**config.mk**
```make
export PLATFORM = sky130hd
export DESIGN_NAME = filled_circle_rasterizer
export DESIGN_NICKNAME = d
export VERILOG_FILES = /design/src/hdl/fcr_pkg.sv /design/src/hdl/fcr_front.sv /design/src/hdl/fcr_job_fifo.sv /design/src/hdl/fcr_back.sv /design/src/hdl/filled_circle_rasterizer.sv
export SDC_FILE = /design/constraint.sdc
export NUM_CORES = 1
export LEC_CHECK = 0
export ABC_AREA = 1
export BUFFER_PORTS_ARGS = -buffer_cell sky130_fd_sc_hd__buf_2
export CAP_MARGIN = 20
export CORE_ASPECT_RATIO = 1.2
export CORE_MARGIN = 2
export CORE_UTILIZATION = 62
export DETAILED_ROUTE_END_ITERATION = 6
export PLACE_DENSITY = 0.83
export SLEW_MARGIN = 40
export SYNTH_ARGS = -nofsm -noshare
export SYNTH_HDL_FRONTEND = slang
export SYNTH_HIERARCHICAL = 1
export SYNTH_SLANG_ARGS = --single-unit
```
**constraint.sdc**
```tcl
create_clock -name clk_i -period 6.5 [get_ports clk_i]
set_input_delay 0.325 -clock clk_i [delete_from_list [all_inputs] [get_ports clk_i]]
set_output_delay 0.325 -clock clk_i [all_outputs]
set_load 0.01 [all_outputs]
```
**src/hdl/fcr_pkg.sv**
```systemverilog
`timescale 1ns / 1ps

package fcr_pkg;

  localparam int RADIUS_BITS = 12;
  localparam int IN_RADIUS_W = 12;
  localparam int CENTER_W    = 16;
  localparam int COORD_W     = 17;
  localparam int COLOR_W     = 32;
  localparam int OFS_W       = RADIUS_BITS + 2;
  localparam int DEC_W       = RADIUS_BITS + 3;
  localparam int JOB_DEPTH   = 2;
  localparam int JOB_PTR_W   = (JOB_DEPTH > 1) ? $clog2(JOB_DEPTH) : 1;
  localparam int JOB_CNT_W   = $clog2(JOB_DEPTH + 1);

  typedef logic        [RADIUS_BITS-1:0] rad_t;
  typedef logic signed [OFS_W-1:0]       ofs_t;
  typedef logic signed [DEC_W-1:0]       dec_t;
  typedef logic signed [CENTER_W-1:0]    center_t;
  typedef logic signed [COORD_W-1:0]     coord_t;
  typedef logic        [COLOR_W-1:0]     color_t;

  typedef enum logic {
    CMD_START   = 1'b0,
    CMD_ADVANCE = 1'b1
  } cmd_e;

  typedef enum logic {
    KIND_POINT = 1'b0,
    KIND_SPAN  = 1'b1
  } kind_e;

  typedef enum logic [3:0] {
    SLOT_PT0   = 4'd0,
    SLOT_PT1   = 4'd1,
    SLOT_PT2   = 4'd2,
    SLOT_PT3   = 4'd3,
    SLOT_PT4   = 4'd4,
    SLOT_PT5   = 4'd5,
    SLOT_PT6   = 4'd6,
    SLOT_PT7   = 4'd7,
    SLOT_SPAN0 = 4'd8,
    SLOT_SPAN1 = 4'd9,
    SLOT_SPAN2 = 4'd10,
    SLOT_SPAN3 = 4'd11
  } slot_e;

  typedef struct packed {
    center_t cx;
    center_t cy;
    ofs_t    ox;
    ofs_t    oy;
    logic    done;
  } job_t;

endpackage

```
**src/hdl/fcr_front.sv**
```systemverilog
`timescale 1ns / 1ps

module fcr_front (
  input  logic                              clk_i,
  input  logic                              rst_ni,
  input  logic                              accept_i,
  input  logic                              cmd_i,
  input  logic signed [15:0]                center_x_i,
  input  logic signed [15:0]                center_y_i,
  input  logic [fcr_pkg::IN_RADIUS_W-1:0]   circle_radius_i,
  output logic                              job_push_o,
  output fcr_pkg::job_t                     job_o
);

  logic              active_q, active_d;
  fcr_pkg::ofs_t     ox_q, ox_d, oy_q, oy_d;
  fcr_pkg::dec_t     dec_q, dec_d;
  fcr_pkg::center_t  cx_q, cx_d, cy_q, cy_d;
  fcr_pkg::rad_t     rad_q, rad_d;

  logic              start;
  logic              do_iter;
  fcr_pkg::rad_t     in_rad;
  fcr_pkg::ofs_t     eff_ox, eff_oy, eff_r, new_ox, new_oy;
  fcr_pkg::dec_t     eff_d, two_ox, lim, new_d;
  fcr_pkg::center_t  eff_cx, eff_cy;

  always_comb begin
    start   = (fcr_pkg::cmd_e'(cmd_i) == fcr_pkg::CMD_START);
    do_iter = start || active_q;
    in_rad  = fcr_pkg::rad_t'(circle_radius_i);

    eff_r  = start ? fcr_pkg::ofs_t'(in_rad) : fcr_pkg::ofs_t'(rad_q);
    eff_ox = start ? '0 : ox_q;
    eff_oy = start ? eff_r : oy_q;
    eff_d  = start ? fcr_pkg::dec_t'(eff_r) - fcr_pkg::dec_t'(1) : dec_q;
    eff_cx = start ? center_x_i : cx_q;
    eff_cy = start ? center_y_i : cy_q;

    two_ox = fcr_pkg::dec_t'(eff_ox) + fcr_pkg::dec_t'(eff_ox);
    lim    = fcr_pkg::dec_t'(eff_r) - fcr_pkg::dec_t'(eff_oy);

    priority if (eff_d >= two_ox) begin
      new_d  = eff_d - two_ox - fcr_pkg::dec_t'(1);
      new_ox = eff_ox + fcr_pkg::ofs_t'(1);
      new_oy = eff_oy;
    end else if (eff_d < lim + lim) begin
      new_d  = eff_d + fcr_pkg::dec_t'(eff_oy) + fcr_pkg::dec_t'(eff_oy)
               - fcr_pkg::dec_t'(1);
      new_ox = eff_ox;
      new_oy = eff_oy - fcr_pkg::ofs_t'(1);
    end else begin
      new_d  = eff_d + fcr_pkg::dec_t'(eff_oy) + fcr_pkg::dec_t'(eff_oy)
               - two_ox - fcr_pkg::dec_t'(2);
      new_ox = eff_ox + fcr_pkg::ofs_t'(1);
      new_oy = eff_oy - fcr_pkg::ofs_t'(1);
    end

    active_d = active_q;
    ox_d     = ox_q;
    oy_d     = oy_q;
    dec_d    = dec_q;
    cx_d     = cx_q;
    cy_d     = cy_q;
    rad_d    = rad_q;
    if (accept_i && do_iter) begin
      active_d = !(new_oy < new_ox);
      ox_d     = new_ox;
      oy_d     = new_oy;
      dec_d    = new_d;
      cx_d     = eff_cx;
      cy_d     = eff_cy;
      rad_d    = start ? in_rad : rad_q;
    end

    job_push_o = accept_i && do_iter;
    job_o.cx   = eff_cx;
    job_o.cy   = eff_cy;
    job_o.ox   = eff_ox;
    job_o.oy   = eff_oy;
    job_o.done = new_oy < new_ox;
  end

  always_ff @(posedge clk_i or negedge rst_ni) begin
    if (!rst_ni) begin
      active_q <= 1'b0;
      ox_q     <= '0;
      oy_q     <= '0;
      dec_q    <= '0;
      cx_q     <= '0;
      cy_q     <= '0;
      rad_q    <= '0;
    end else begin
      active_q <= active_d;
      ox_q     <= ox_d;
      oy_q     <= oy_d;
      dec_q    <= dec_d;
      cx_q     <= cx_d;
      cy_q     <= cy_d;
      rad_q    <= rad_d;
    end
  end

endmodule

```
**src/hdl/fcr_job_fifo.sv**
```systemverilog
`timescale 1ns / 1ps

module fcr_job_fifo (
  input  logic           clk_i,
  input  logic           rst_ni,
  input  logic           wr_en_i,
  input  fcr_pkg::job_t  wr_data_i,
  output logic           full_o,
  output logic           rd_valid_o,
  output fcr_pkg::job_t  rd_data_o,
  input  logic           rd_en_i
);

  fcr_pkg::job_t                  mem_q [fcr_pkg::JOB_DEPTH];
  logic [fcr_pkg::JOB_PTR_W-1:0]  wr_ptr_q, wr_ptr_d, rd_ptr_q, rd_ptr_d;
  logic [fcr_pkg::JOB_CNT_W-1:0]  cnt_q, cnt_d;

  function automatic logic [fcr_pkg::JOB_PTR_W-1:0] ptr_next(
    input logic [fcr_pkg::JOB_PTR_W-1:0] p
  );
    if (p == fcr_pkg::JOB_PTR_W'(fcr_pkg::JOB_DEPTH - 1)) begin
      return '0;
    end
    return p + fcr_pkg::JOB_PTR_W'(1);
  endfunction

  always_comb begin
    full_o     = (cnt_q == fcr_pkg::JOB_CNT_W'(fcr_pkg::JOB_DEPTH));
    rd_valid_o = (cnt_q != '0);
    rd_data_o  = mem_q[rd_ptr_q];
    wr_ptr_d   = wr_en_i ? ptr_next(wr_ptr_q) : wr_ptr_q;
    rd_ptr_d   = rd_en_i ? ptr_next(rd_ptr_q) : rd_ptr_q;
    cnt_d      = cnt_q + fcr_pkg::JOB_CNT_W'(wr_en_i) - fcr_pkg::JOB_CNT_W'(rd_en_i);
  end

  always_ff @(posedge clk_i or negedge rst_ni) begin
    if (!rst_ni) begin
      wr_ptr_q <= '0;
      rd_ptr_q <= '0;
      cnt_q    <= '0;
    end else begin
      wr_ptr_q <= wr_ptr_d;
      rd_ptr_q <= rd_ptr_d;
      cnt_q    <= cnt_d;
    end
  end

  always_ff @(posedge clk_i) begin
    if (wr_en_i) begin
      mem_q[wr_ptr_q] <= wr_data_i;
    end
  end

endmodule

```
**src/hdl/fcr_back.sv**
```systemverilog
`timescale 1ns / 1ps

module fcr_back (
  input  logic                   clk_i,
  input  logic                   rst_ni,
  input  logic                   job_valid_i,
  input  fcr_pkg::job_t          job_i,
  output logic                   job_pop_o,
  output logic                   empty_o,
  input  logic                   pop_i,
  output logic                   item_kind_o,
  output fcr_pkg::coord_t        x_begin_o,
  output fcr_pkg::coord_t        x_finish_o,
  output fcr_pkg::coord_t        y_coord_o,
  output logic                   last_of_step_o,
  output logic                   circle_done_o
);

  fcr_pkg::slot_e   slot_q, slot_d;
  logic             ovalid_q, ovalid_d;
  logic             kind_q, last_q, done_q;
  fcr_pkg::coord_t  xb_q, xf_q, y_q;

  logic             out_load;
  fcr_pkg::kind_e   kind_n;
  fcr_pkg::coord_t  xb_n, xf_n, y_n;
  fcr_pkg::coord_t  cx, cy, oa, ob;
  fcr_pkg::coord_t  cxa_p, cxa_m, cxb_p, cxb_m, cya_p, cya_m, cyb_p, cyb_m;

  always_comb begin
    cx    = fcr_pkg::coord_t'(job_i.cx);
    cy    = fcr_pkg::coord_t'(job_i.cy);
    oa    = fcr_pkg::coord_t'(job_i.ox);
    ob    = fcr_pkg::coord_t'(job_i.oy);
    cxa_p = cx + oa;
    cxa_m = cx - oa;
    cxb_p = cx + ob;
    cxb_m = cx - ob;
    cya_p = cy + oa;
    cya_m = cy - oa;
    cyb_p = cy + ob;
    cyb_m = cy - ob;

    kind_n = fcr_pkg::KIND_POINT;
    unique case (slot_q)
      fcr_pkg::SLOT_PT0:   begin xb_n = cxa_p; xf_n = cxa_p; y_n = cyb_p; end
      fcr_pkg::SLOT_PT1:   begin xb_n = cxb_p; xf_n = cxb_p; y_n = cya_p; end
      fcr_pkg::SLOT_PT2:   begin xb_n = cxa_m; xf_n = cxa_m; y_n = cyb_p; end
      fcr_pkg::SLOT_PT3:   begin xb_n = cxb_m; xf_n = cxb_m; y_n = cya_p; end
      fcr_pkg::SLOT_PT4:   begin xb_n = cxa_p; xf_n = cxa_p; y_n = cyb_m; end
      fcr_pkg::SLOT_PT5:   begin xb_n = cxb_p; xf_n = cxb_p; y_n = cya_m; end
      fcr_pkg::SLOT_PT6:   begin xb_n = cxa_m; xf_n = cxa_m; y_n = cyb_m; end
      fcr_pkg::SLOT_PT7:   begin xb_n = cxb_m; xf_n = cxb_m; y_n = cya_m; end
      fcr_pkg::SLOT_SPAN0: begin
        kind_n = fcr_pkg::KIND_SPAN; xb_n = cxb_m; xf_n = cxb_p; y_n = cya_p;
      end
      fcr_pkg::SLOT_SPAN1: begin
        kind_n = fcr_pkg::KIND_SPAN; xb_n = cxa_m; xf_n = cxa_p; y_n = cyb_p;
      end
      fcr_pkg::SLOT_SPAN2: begin
        kind_n = fcr_pkg::KIND_SPAN; xb_n = cxa_m; xf_n = cxa_p; y_n = cyb_m;
      end
      fcr_pkg::SLOT_SPAN3: begin
        kind_n = fcr_pkg::KIND_SPAN; xb_n = cxb_m; xf_n = cxb_p; y_n = cya_m;
      end
      default:             begin xb_n = cxa_p; xf_n = cxa_p; y_n = cyb_p; end
    endcase

    out_load  = job_valid_i && (!ovalid_q || pop_i);
    job_pop_o = out_load && (slot_q == fcr_pkg::SLOT_SPAN3);

    slot_d = slot_q;
    if (out_load) begin
      slot_d = job_pop_o ? fcr_pkg::SLOT_PT0 : fcr_pkg::slot_e'(slot_q + 4'd1);
    end

    ovalid_d = ovalid_q;
    if (out_load) begin
      ovalid_d = 1'b1;
    end else if (pop_i) begin
      ovalid_d = 1'b0;
    end

    empty_o        = !ovalid_q;
    item_kind_o    = kind_q;
    x_begin_o      = xb_q;
    x_finish_o     = xf_q;
    y_coord_o      = y_q;
    last_of_step_o = last_q;
    circle_done_o  = done_q;
  end

  always_ff @(posedge clk_i or negedge rst_ni) begin
    if (!rst_ni) begin
      slot_q   <= fcr_pkg::SLOT_PT0;
      ovalid_q <= 1'b0;
    end else begin
      slot_q   <= slot_d;
      ovalid_q <= ovalid_d;
    end
  end

  // hold the result until it is taken
  always_ff @(posedge clk_i) begin
    if (out_load) begin
      kind_q <= kind_n;
      xb_q   <= xb_n;
      xf_q   <= xf_n;
      y_q    <= y_n;
      last_q <= job_pop_o;
      done_q <= job_pop_o && job_i.done;
    end
  end

endmodule

```
**src/hdl/filled_circle_rasterizer.sv**
```systemverilog
`timescale 1ns / 1ps

// Filled circle rasterizer.
// Input queue side: drive cmd_i with centre and radius and raise push; a beat
// is taken at a clock edge with push high and full low. A start beat begins
// a new circle, an advance beat runs its next iteration; an advance while no
// circle is active is taken and yields nothing.
// Result queue side: while empty is low the oldest result sits on the ports;
// it is taken at an edge with pop high. Each iteration yields twelve results:
// eight boundary points, then four spans, the last flagged and, at the end
// of the circle, marked done.
// The expander registers each result from the job queue; the result side
// delivers one beat per cycle while pop is high and a job is queued; the
// output expander is the pacing unit. A two-entry job queue between the
// decision logic and the expander lets input beats be taken meanwhile.
// When pop stays low the result holds, the expander halts, the job queue
// fills and full rises. Reset empties both queues, ends any circle and sets
// the colour to all ones. Colour is written on the cfg channel (always ready).
module filled_circle_rasterizer (
  input  logic                             clk_i,
  input  logic                             rst_ni,
  input  logic                             push,
  output logic                             full,
  input  logic                             cmd_i,
  input  logic signed [15:0]               center_x_i,
  input  logic signed [15:0]               center_y_i,
  input  logic [fcr_pkg::IN_RADIUS_W-1:0]  circle_radius_i,
  output logic                             empty,
  input  logic                             pop,
  output logic                             item_kind_o,
  output logic signed [16:0]               x_begin_o,
  output logic signed [16:0]               x_finish_o,
  output logic signed [16:0]               y_coord_o,
  output logic [31:0]                      pixel_color_o,
  output logic                             last_of_step_o,
  output logic                             circle_done_o,
  input  logic                             cfg_valid_i,
  output logic                             cfg_ready_o,
  input  logic [31:0]                      cfg_wdata_i
);

  fcr_pkg::color_t  color_q;
  logic             in_accept;
  logic             job_push, job_pop, job_valid, job_full, res_empty;
  fcr_pkg::job_t    job_in, job_out;

  assign cfg_ready_o   = 1'b1;
  assign full          = job_full;
  assign empty         = res_empty;
  assign in_accept     = push && !job_full;
  assign pixel_color_o = color_q;

  always_ff @(posedge clk_i or negedge rst_ni) begin
    if (!rst_ni) begin
      color_q <= '1;
    end else if (cfg_valid_i && cfg_ready_o) begin
      color_q <= cfg_wdata_i;
    end
  end

  fcr_front u_front (
    .clk_i           (clk_i),
    .rst_ni          (rst_ni),
    .accept_i        (in_accept),
    .cmd_i           (cmd_i),
    .center_x_i      (center_x_i),
    .center_y_i      (center_y_i),
    .circle_radius_i (circle_radius_i),
    .job_push_o      (job_push),
    .job_o           (job_in)
  );

  fcr_job_fifo u_fifo (
    .clk_i      (clk_i),
    .rst_ni     (rst_ni),
    .wr_en_i    (job_push),
    .wr_data_i  (job_in),
    .full_o     (job_full),
    .rd_valid_o (job_valid),
    .rd_data_o  (job_out),
    .rd_en_i    (job_pop)
  );

  fcr_back u_back (
    .clk_i          (clk_i),
    .rst_ni         (rst_ni),
    .job_valid_i    (job_valid),
    .job_i          (job_out),
    .job_pop_o      (job_pop),
    .empty_o        (res_empty),
    .pop_i          (pop),
    .item_kind_o    (item_kind_o),
    .x_begin_o      (x_begin_o),
    .x_finish_o     (x_finish_o),
    .y_coord_o      (y_coord_o),
    .last_of_step_o (last_of_step_o),
    .circle_done_o  (circle_done_o)
  );

`ifndef SYNTH
  a_done_on_last: assert property (@(posedge clk_i) disable iff (!rst_ni)
    (!res_empty && circle_done_o) |-> last_of_step_o)
    else $error("done flag on a result that is not the last of its step");

  a_point_width: assert property (@(posedge clk_i) disable iff (!rst_ni)
    (!res_empty && item_kind_o == fcr_pkg::KIND_POINT) |-> (x_begin_o == x_finish_o))
    else $error("point result with differing ends");

  a_start_queues_job: assert property (@(posedge clk_i) disable iff (!rst_ni)
    (in_accept && cmd_i == fcr_pkg::CMD_START) |=> job_valid)
    else $error("start beat left no job queued");

  a_pop_at_step_end: assert property (@(posedge clk_i) disable iff (!rst_ni)
    job_pop |=> (!res_empty && last_of_step_o))
    else $error("job released without its last result");
`endif

endmodule
```
==> summary.md, run 1 <==
| Metric | Value |
|---|---|
| Gpl congestion | `1.04` |
| Final max-slew violation count | `0` |
| Cts repair resizes | `0` |
| RR Endpoint | `u_fifo/mem_q[1][0]$_DFFE_PP_` |
| Worst slew pin tran | `around 0.95 ns` |
| RSZ-0062 raised after global routing | `false` |
| Root buffer cell | `clkbuf_16` |
| Hold Path Depth | `3` |
| Port bufs | `roughly 170` |
| Num CTS Buffers | `31` |
| Main synth FF type | `edfxtp_1` |
| Crit-path max FO | `19` |
| TritonCTS clock tree | `built` |
| Crit. End Element | `flop` |
| Number of diodes | `0` |
| Worst hold endpoint | `u_front/rad_q[1]$_DFFE_PN0P_` |
| Worst slew margin | `0.360` |
| H-tree Lvls | `1` |
| Slowest CP cell | `a2111oi_0` |
| Post-route ant nets | `0` |
| EDFF count, synth | `~180` |
| Outcome | `completed` |
| Iter 0 DRT Violations | `approximately 2000` |
| Drt pass-1 iters | `6` |
| Endpoints failing setup | `0` |
| Worst path required time | `6.84 ns` |
| Synth top cells by count | `877 x nand2_1, 489 x inv_1, 222 x o21ai_0` |
| CTS Buffer Depth | `3` |
| Class of the worst hold path | `in2reg` |
| Final min period | `about 6.0 ns` |
| Post-Route WL | `between 70000 and 80000 um` |
| R2R cell count | `34` |
| Nets | `~3600` |
| Count leader, synth | `nand2_1` |
| Synth top area share | `0.227` |
| Max incr delay on CP | `roughly 0.48 ns` |
| Final Hold Vio Count | `0` |
| WP data arrival | `~6.4 ns` |
| Vias | `22065` |
| GR Util All Layers | `0.375` |
| Top-Level Pins | `between 150 and 200` |
| Die area | `0.0392 mm2` |
| Setup TNS | `0 ns` |
| Synth Area per Inst | `roughly 7.5 um2` |
| Worst Hold Launch | `circle_radius_i[1]` |
| Clk_lat worst skew | `slightly above 0.6 ns` |
| Share of post-route cells with drive strength above 1 | `0.111` |
| Crit share post-route | `0.925` |
| Die height | `~220 um` |
| Core ar. | `between 0.03 and 0.04 mm2` |
| R2R setup slack | `0.49 ns` |
| Number of global-route vias before repair | `between 20000 and 25000` |
| Area grow syn2layout | `11.1%` |
| Synth Net Count | `~3400` |
| Clk slew on worst S/H paths | `0.07 ns` |
| Wire per inst | `between 15 and 20 um` |
| Largest net degree at the start of global routing | `96` |
| CTS sink cnt | `about 310` |
| Cells after synthesis | `between 3000 and 4000` |
| Site row count | `77` |
| Number of synthesized register bits | `305` |
| DRC viols | `0` |
| Fmax | `around 170 MHz` |
| Synth area leader | `edfxtp_1` |
| Global-route wire length before repair | `around 120000 um` |
| Initial Util | `0.630` |
| Post-synthesis sequential area ratio | `0.367` |
| Top cell by count, worst path | `nand2_1` |
| Width of the die | `approximately 180 um` |
| Synth Warn # | `6` |
| # Max-Cap Violations | `0` |
| Post-Syn Area | `approximately 0.023 mm2` |
| Critical path class | `in2reg` |
| Clk_skew | `between 0.02 and 0.03 ns` |
| Synth area leaders | `edfxtp_1 23%, nand2_1 14%, dfrtp_1 10%` |
| FF-to-FF Start | `u_front/oy_q[0]$_DFFE_PN0P_` |
| CP startpoint kind | `input pin` |
| Share of synthesized registers carrying an async set or reset | `0.423` |
| GRT overflow | `0` |
| Unique masters post-synth | `64` |
| DP HPWL | `around 56000 um` |
| Initial antenna violation count | `0` |
| Via/cell ratio | `5.83` |
-- worst max path at each step --
| stage | end | depth (start not counted) | startpoint |
|---|---|---|---|
| 3_5_place_dp | u_fifo/mem_q[1][0]$_DFFE_PP_ | 37 | cmd_i |
| 3_3_place_gp | u_fifo/mem_q[0][0]$_DFFE_PP_ | 39 | cmd_i |
| 2_1_floorplan | u_fifo/mem_q[0][0]$_DFFE_PP_ | 37 | cmd_i |
| 4_1_cts | u_fifo/mem_q[1][0]$_DFFE_PP_ | 34 | u_front/oy_q[0]$_DFFE_PN0P_ |
| 6_report | u_fifo/mem_q[1][0]$_DFFE_PP_ | 37 | cmd_i |
| 5_1_grt | u_fifo/mem_q[1][0]$_DFFE_PP_ | 34 | cmd_i |
-- logic make-up (layout without fill, tap and decap cells) --
logic type               count (synthesis)  in the layout  synth area share
flip-flops                             305            305             0.367
buffers and inverters                  600            803             0.108
AO/OA/AOI/OAI                          479            479             0.113
other                                    1              1          0.000161
XOR/XNOR                               120            120            0.0451
multiplexers                             1              1          0.000483
AND/OR/NAND/NOR                       1410           1410             0.261
adder cells (fa/ha/maj)                191            191             0.105
-- layer usage --
layer | track usage | wire length, um | up-vias
met5 | 0 | 0 | -
li1 | - | - | 10458
met3 | 0.0430 | 4730 | 273
met4 | 0.231 | 5310 | 0
met2 | 0.681 | 37000 | 1064
met1 | 0.422 | 27100 | 10270
-- worst max-delay path: cells and delay by family --
kind                     cells  cell delay [ns]
AO/OA/AOI/OAI                6             1.37
adder cells (fa/ha/maj)      3             0.87
XOR/XNOR                     2             0.38
buffers and inverters        7             1.16
AND/OR/NAND/NOR             19             2.22
-- layout make-up --
| class | count | area, um2 |
|---|---|---|
| Clock buffer | 38 | 855 |
| Sequential cell | 305 | 8550 |
| Tap cell | 474 | 593 |
| Clock inverter | 20 | 191 |
| Multi-Input combinational cell | 2202 | 12300 |
| Inverter | 504 | 1910 |
| Fill cell | 2987 | 11100 |
| Timing Repair Buffer | 241 | 1520 |
-- per-stage QoR --
step           hold slack [ns]  std cells  utilization  cell area [um2]  setup WS [ns]
2_1_floorplan           0.0294       3107            -            23300          0.959
3_3_place_gp             0.344       3688        0.660            24400          0.434
3_5_place_dp             0.347       3688        0.660            24400          0.136
4_1_cts                0.00259       3782        0.698            25800          0.696
5_1_grt                 0.0367       3784        0.700            25900        0.00209
6_report                0.0279       3784        0.700            25900          0.484
-- cell usage in the layout (no fill, tap or decap), types with 9 or more instances in the layout --
master and instances:
nand2_1 877, inv_1 486, nand3_1 208, o21ai_0 208, ha_1 182, edfxtp_1 176
buf_2 168, nor2_1 161, a21oi_1 147, xor2_1 102, dfrtp_1 96, nand4_1 61
dlygate4sd3_1 36, o21ai_1 34, clkbuf_16 33, dfstp_2 32, buf_4 32, nor3_1 27
nand2_2 20, xnor2_1 18, o21bai_1 16, inv_2 12, clkinv_1 10, nand3_2 9
or2_2 9, o2111ai_1 9, o22ai_1 9, a31oi_1 9, fa_1 9
-- state kept, by name, summed over array words and instances, names as in the netlist, 15 cells and up --
signal	cells
pixel_color_o	32
u_front/cy_q	16
u_back/y_coord_o	17
u_back/x_begin_o	17
u_front/dec_q	15
u_front/cx_q	16
u_back/x_finish_o	17
u_fifo/mem_q	122
-- timing repair --
action / CTS / global route
hold buffers: 36 / 0
endpoints found under the hold margin: 75 / 0
buffers inserted: 0 / 0
Power of run 1 is left out: the tool's default activity adds up to more than one toggle a clock period on the data nets, which glitch-free logic cannot reach.
==> inputs of run 2 (changes only) <==
Settings changed: CORE_UTILIZATION 62 to 60, PLACE_DENSITY 0.83 to 0.8.
==> run 2 against run 1 <==
Compared with the run above: cell count increased by 0.21%; non-clock buffer count decreased by 8; core utilization decreased by 2.5 points; worst hold slack improved by 0.0074 ns; via count decreased by 1.3%; sequential share of layout area decreased by 0.17 points; setup slack improved by 0.12 ns; die area increased by 3.3%; critical path type is now reg2reg; highest routed layer unchanged.
==> summary.md, run 2 (synthesis gave the netlist of run 1 again) <==
| Metric | Value |
|---|---|
| Outcome | `completed` |
| Number of diodes | `0 (unchanged)` |
| Commonest cells after routing, fill and taps aside | `876 x nand2_1, 486 x inv_1, 208 x nand3_1, 207 x o21ai_0, 182 x ha_1` |
| R2R cell count | `34 (unchanged)` |
| CTS Buffer Depth | `3 (unchanged)` |
| Top-Level Pins | `171 (unchanged)` |
| Top cell by count, worst path | `nand2_1` |
| FF-to-FF Start | `u_front/oy_q[0]$_DFFE_PN0P_` |
| Post-Route WL | `73700 um (-0.61%)` |
| GR Util All Layers | `0.369 (-0.00665)` |
| Gpl congestion | `1.02 (-1.4%)` |
| Met3 Usage GRT | `0.0600 (+0.0170)` |
| Port bufs | `169 (unchanged)` |
| Global-route wire length before repair | `114000 um (-0.77%)` |
| Register name with the most flops | `u_fifo/mem_q` |
| Commonest non-fill, non-tap cell in the layout | `nand2_1` |
| Crit path buf inv count | `4 (-3)` |
| Core ar. | `0.0385 mm2 (+4.2%)` |
| DP HPWL | `55600 um (about the same)` |
| CTS sink cnt | `305 (unchanged)` |
| Worst slew margin | `0.380 (+0.0199)` |
| Slowest CP cell | `fa_1` |
| Width of the die | `184 um (+1.6%)` |
| Die height | `220 um (+1.6%)` |
| RR Endpoint | `u_fifo/mem_q[1][0]$_DFFE_PP_` |
| Num CTS Buffers | `34 (+9.7%)` |
| Endpoints failing setup | `0 (unchanged)` |
| DRC viols | `0 (unchanged)` |
| Number of global-route vias before repair | `21471 (-2.4%)` |
| Worst hold endpoint | `u_back/ovalid_q$_DFFE_PN0P_` |
| Die area | `0.0404 mm2 (+3.3%)` |
| RSZ-0062 raised after global routing | `false` |
| Share of post-route cells with drive strength above 1 | `0.112 (+0.00134)` |
| Final min period | `5.90 ns (-0.118 ns)` |
| Drt pass-1 iters | `6 (unchanged)` |
| Critical path class | `reg2reg` |
| Wire per inst | `19.4 um (-0.82%)` |
| Initial Util | `0.604 (-0.0254)` |
| H-tree Lvls | `2 (+1)` |
| Clk_skew | `0.0257 ns (-0.00428 ns)` |
| Worst path required time | `6.81 ns (-0.03 ns)` |
| Nets | `3553 (-0.14%)` |
| Area grow syn2layout | `11.7%` |
| Via/cell ratio | `5.74 (-1.5%)` |
| Max incr delay on CP | `0.42 ns (-0.06 ns)` |
| Worst slew pin tran | `0.921 ns (-0.0296 ns)` |
| Final Hold Vio Count | `0 (unchanged)` |
| Final Worst Setup Slack | `0.602 ns (+0.118 ns)` |
| Gr busiest metal | `met2` |
| Multi-input logic area | `0.0123 mm2 (about the same)` |
| Fmax | `170 MHz (+2.0%)` |
| Worst Hold Launch | `pop` |
| Largest net degree at the start of global routing | `86 (-10%)` |
| Met1 Resource Use GR | `0.408 (-0.0148)` |
| # fillers | `3209 (+7.4%)` |
| R2R setup slack | `0.60 ns (+0.11 ns)` |
| Vias | `21781 (-1.3%)` |
| Class of the worst hold path | `in2reg` |
| Clk_lat worst skew | `0.57 ns (-0.04 ns)` |
| Final max-slew violation count | `0 (unchanged)` |
| Root buffer cell | `clkbuf_16` |
| Setup TNS | `0 ns (unchanged)` |
| Site row count | `79 (+2.6%)` |
| CP startpoint kind | `flop` |
| Max FFs per register | `122 (unchanged)` |
| TritonCTS clock tree | `built` |
| FF/Latch Area | `0.00855 mm2 (unchanged)` |
| GRT overflow | `0 (unchanged)` |
| WP data arrival | `6.21 ns (-0.14 ns)` |
| Hold Path Depth | `3 (unchanged)` |
| Iter 0 DRT Violations | `1707 (-13%)` |
| Worst path top cell family by delay | `compound AO/OA/AOI/OAI gates` |
| DP Worst Slack | `0.127 ns (-0.00954 ns)` |
| Crit share post-route | `0.907 (-0.0182)` |
| Initial antenna violation count | `0 (unchanged)` |
| Crit. End Element | `flop` |
| # Max-Cap Violations | `0 (unchanged)` |
| Routing usage on met2 | `0.652 (-0.0283)` |
| Worst hold margin | `0.0353 ns (+0.00743 ns)` |
| Crit-path max FO | `11 (-8)` |
| Post-route ant nets | `0 (unchanged)` |
| Clk slew on worst S/H paths | `0.06 ns (about the same)` |
-- run 2: cell count changes in the layout (fill, tap and decap cells not counted), moves of 3 or more --
| cell | previous run | this run |
|---|---|---|
| clkbuf_1 | 4 | 8 |
| clkinv_16 | 0 | 3 |
| clkinv_1 | 10 | 2 |
| bufinv_16 | 3 | 6 |
| dlygate4sd3_1 | 36 | 33 |
| clkinv_4 | 0 | 4 |
| buf_6 | 3 | 0 |
| clkbuf_8 | 1 | 4 |
-- run 2: tightest hold or removal path, stage by stage --
cell	delay [ns]
buf_2	0.08
or2_2	0.10
nand2_1	0.04
-- run 2: layout make-up --
type / count / share of cell area
Clock buffer: 45 / 0.0354
Tap cell: 486 / 0.0234
Sequential cell: 305 / 0.329
Inverter: 504 / 0.0733
Multi-Input combinational cell: 2202 / 0.471
Clock inverter: 17 / 0.0128
Timing Repair Buffer: 233 / 0.0550
-- run 2: per-stage QoR --
step | instance area, um2 | util | cells
after floorplan | 23300 | - | 3107
after global routing | 26000 | 0.675 | 3792
after global placement | 24400 | 0.633 | 3696
after CTS | 26000 | 0.674 | 3791
final | 26000 | 0.675 | 3792
after detailed placement | 24400 | 0.633 | 3696
-- run 2: per-layer routing --
metal | vias to the layer above | part of all wire | wire, um
li1 | 10444 | - | -
met1 | 10170 | 0.36 | 26700
met2 | 917 | 0.50 | 36900
met3 | 250 | 0.064 | 4730
met4 | 0 | 0.073 | 5380
met5 | - | 0 | 0
-- run 2: how the worst max path moves through the flow --
stage	end	slack, ns	startpoint	depth (start not counted)
after global placement	u_fifo/mem_q[1][0]$_DFFE_PP_	0.29	cmd_i	36
after global routing	u_fifo/mem_q[1][0]$_DFFE_PP_	0.04	cmd_i	37
after floorplan	u_fifo/mem_q[0][0]$_DFFE_PP_	0.96	cmd_i	37
after detailed placement	u_fifo/mem_q[0][0]$_DFFE_PP_	0.13	cmd_i	38
after CTS	u_fifo/mem_q[1][0]$_DFFE_PP_	0.52	u_front/oy_q[0]$_DFFE_PN0P_	34
final	u_fifo/mem_q[1][0]$_DFFE_PP_	0.60	u_front/oy_q[0]$_DFFE_PN0P_	34
-- run 2: timing repair --
item | in CTS | in global routing
buffers inserted | 0 | 0
endpoints found under the setup margin | 0 | 3
hold endpoints to repair | 84 | 0
hold buffers | 33 | 0
resized for setup | 0 | 2
Power of run 2 is left out for the same reason.
==> inputs of run 3 (changes only) <==
Settings changed: CORE_UTILIZATION 60 to 42, PLACE_DENSITY 0.8 to 0.6.
==> run 3 against run 2 <==
Compared with the run above: core utilization is 19 points lower; setup slack better by 0.11 ns; count of clock-buffer cells in the layout up 7; critical path type unchanged; register-to-register slack improved by 0.11 ns; design area is 1.3% higher; largest cell class unchanged; non-clock buffer count up 8.
==> summary.md, run 3 (synthesis gave the netlist of run 1 again) <==
| Metric | Value |
|---|---|
| Outcome | `completed` |
| DP HPWL | `59200 um (+6.4%)` |
| Register name with the most flops | `u_fifo/mem_q` |
| GRT overflow | `0 (unchanged)` |
| Worst path top cell family by delay | `compound AO/OA/AOI/OAI gates` |
| CTS sink cnt | `305 (unchanged)` |
| Worst hold margin | `0.0304 ns (-0.00493 ns)` |
| Top-Level Pins | `171 (unchanged)` |
| # fillers | `5528 (+72%)` |
| Final max-slew violation count | `0 (unchanged)` |
| Largest net degree at the start of global routing | `89 (+3.5%)` |
| Critical path class | `reg2reg` |
| Crit share post-route | `0.890 (-0.0173)` |
| Crit-path max FO | `3 (-8)` |
| Core ar. | `0.0548 mm2 (+42%)` |
| Number of global-route vias before repair | `20898 (-2.7%)` |
| Share of post-route cells with drive strength above 1 | `0.116 (+0.00438)` |
| FF/Latch Area | `0.00856 mm2 (about the same)` |
| DRC viols | `0 (unchanged)` |
| Via/cell ratio | `5.30 (-7.7%)` |
| Vias | `21410 (-1.7%)` |
| Post-route ant nets | `0 (unchanged)` |
| Max incr delay on CP | `0.50 ns (+0.08 ns)` |
| WP data arrival | `6.09 ns (-0.12 ns)` |
| # Max-Cap Violations | `0 (unchanged)` |
| Num CTS Buffers | `37 (+8.8%)` |
| RSZ-0062 raised after global routing | `false` |
| Iter 0 DRT Violations | `1666 (-2.4%)` |
| CTS Buffer Depth | `3 (unchanged)` |
| CP startpoint kind | `flop` |
| Area grow syn2layout | `13.1%` |
| H-tree Lvls | `2 (unchanged)` |
| Gpl congestion | `1.00 (-1.9%)` |
| Class of the worst hold path | `in2reg` |
| Final min period | `5.79 ns (-0.112 ns)` |
| Root buffer cell | `clkbuf_16` |
| GR Util All Layers | `0.261 (-0.108)` |
| Clk slew on worst S/H paths | `0.06 ns (about the same)` |
| Endpoints failing setup | `0 (unchanged)` |
| Worst path required time | `6.80 ns (about the same)` |
| Multi-input logic area | `0.0123 mm2 (about the same)` |
| Clk_skew | `0.0149 ns (-0.0108 ns)` |
| Crit. End Element | `flop` |
| Crit path buf inv count | `4 (unchanged)` |
| Die area | `0.0574 mm2 (+42%)` |
| Commonest cells after routing, fill and taps aside | `876 x nand2_1, 486 x inv_1, 208 x nand3_1, 203 x o21ai_0, 182 x ha_1` |
| Setup TNS | `0 ns (unchanged)` |
| Port bufs | `169 (unchanged)` |
| Top cell by count, worst path | `nand2_1` |
| Post CTS Setup Buffer Count | `0 (unchanged)` |
| Fmax | `173 MHz (+1.9%)` |
| Worst slew pin tran | `0.891 ns (-0.0294 ns)` |
| Post-Route WL | `75700 um (+2.8%)` |
| Site row count | `94 (+19%)` |
| CTS hold repair buffers | `32 (-3.0%)` |
| Initial Util | `0.425 (-0.179)` |
| Commonest non-fill, non-tap cell in the layout | `nand2_1` |
| Drt pass-1 iters | `6 (unchanged)` |
| Width of the die | `219 um (+19%)` |
| Cts repair resizes | `0 (unchanged)` |
| Max FFs per register | `122 (unchanged)` |
| Worst slew margin | `0.399 (+0.0198)` |
| Nets | `3564 (+0.31%)` |
| Final Hold Vio Count | `0 (unchanged)` |
| Global-route wire length before repair | `115000 um (+0.42%)` |
| Slowest CP cell | `a2111oi_0` |
| Clk_lat worst skew | `0.55 ns (-0.02 ns)` |
| TritonCTS clock tree | `built` |
| Initial antenna violation count | `1 (+1)` |
| Die height | `262 um (+19%)` |
| Wire per inst | `18.7 um (-3.5%)` |
==> run 3: cell count changes in the layout (fill, tap and decap cells not counted), moves of 2 or more <==
cell,delta
buf_4,+10
bufinv_16,-4
clkbuf_16,+5
clkbuf_8,+2
clkinv_16,-3
inv_6,+6
o21ai_0,-4
o21ai_1,+2
o21ai_2,+2
==> run 3: worst paths after layout <==
path,start,end,slack [ns],depth (start not counted)
max,u_front/oy_q[0]$_DFFE_PN0P_,u_fifo/mem_q[0][0]$_DFFE_PP_,0.71,34
min,pop,u_back/ovalid_q$_DFFE_PN0P_,0.03,3
max reg2reg,u_front/oy_q[0]$_DFFE_PN0P_,u_fifo/mem_q[0][0]$_DFFE_PP_,0.71,34
min reg2reg,pixel_color_o[5]$_DFFE_PN1P_,pixel_color_o[5]$_DFFE_PN1P_,0.46,2
max in group asynchronous,rst_ni,u_fifo/rd_ptr_q$_DFFE_PN0P_,4.87,3
min in group asynchronous,rst_ni,u_front/rad_q[5]$_DFFE_PN0P_,0.43,2
==> run 3: area by class of cell <==
| type | count | share of cell area |
|---|---|---|
| multi-input cells | 2202 | 0.465 |
| flip-flops and latches | 305 | 0.325 |
| inverters | 504 | 0.0723 |
| repair buffers | 241 | 0.0560 |
| clock buffers | 52 | 0.0412 |
| well taps | 720 | 0.0342 |
| clock inverters | 15 | 0.00617 |
| diodes | 1 | 0.0000949 |
==> run 3: worst reg2reg max path: cells and delay by family (launching register included) <==
| kind | cells | cell delay (ns) |
|---|---|---|
| simple gates | 16 | 1.63 |
| flops | 1 | 0.40 |
| xor+xnor | 2 | 0.26 |
| compound gates | 8 | 1.72 |
| fa+ha+maj | 4 | 1.25 |
| buf+inv | 4 | 0.28 |
==> run 3: stage by stage <==
step                      utilization  cell area, um2  cells  setup WS, ns
after floorplan                     -           23300   3107         0.959
after CTS                       0.481           26400   4039         0.787
after detailed placement        0.452           24800   3940         0.441
final                           0.481           26400   4040         0.715
after global routing            0.481           26400   4039         0.169
after global placement          0.452           24800   3940         0.543
==> run 3: per-layer routing <==
layer,share of wire,global-route usage
met5,0,0
met2,0.50,0.471
met1,0.39,0.301
met3,0.049,0.0321
met4,0.056,0.138
Power of run 3 is left out for the same reason.
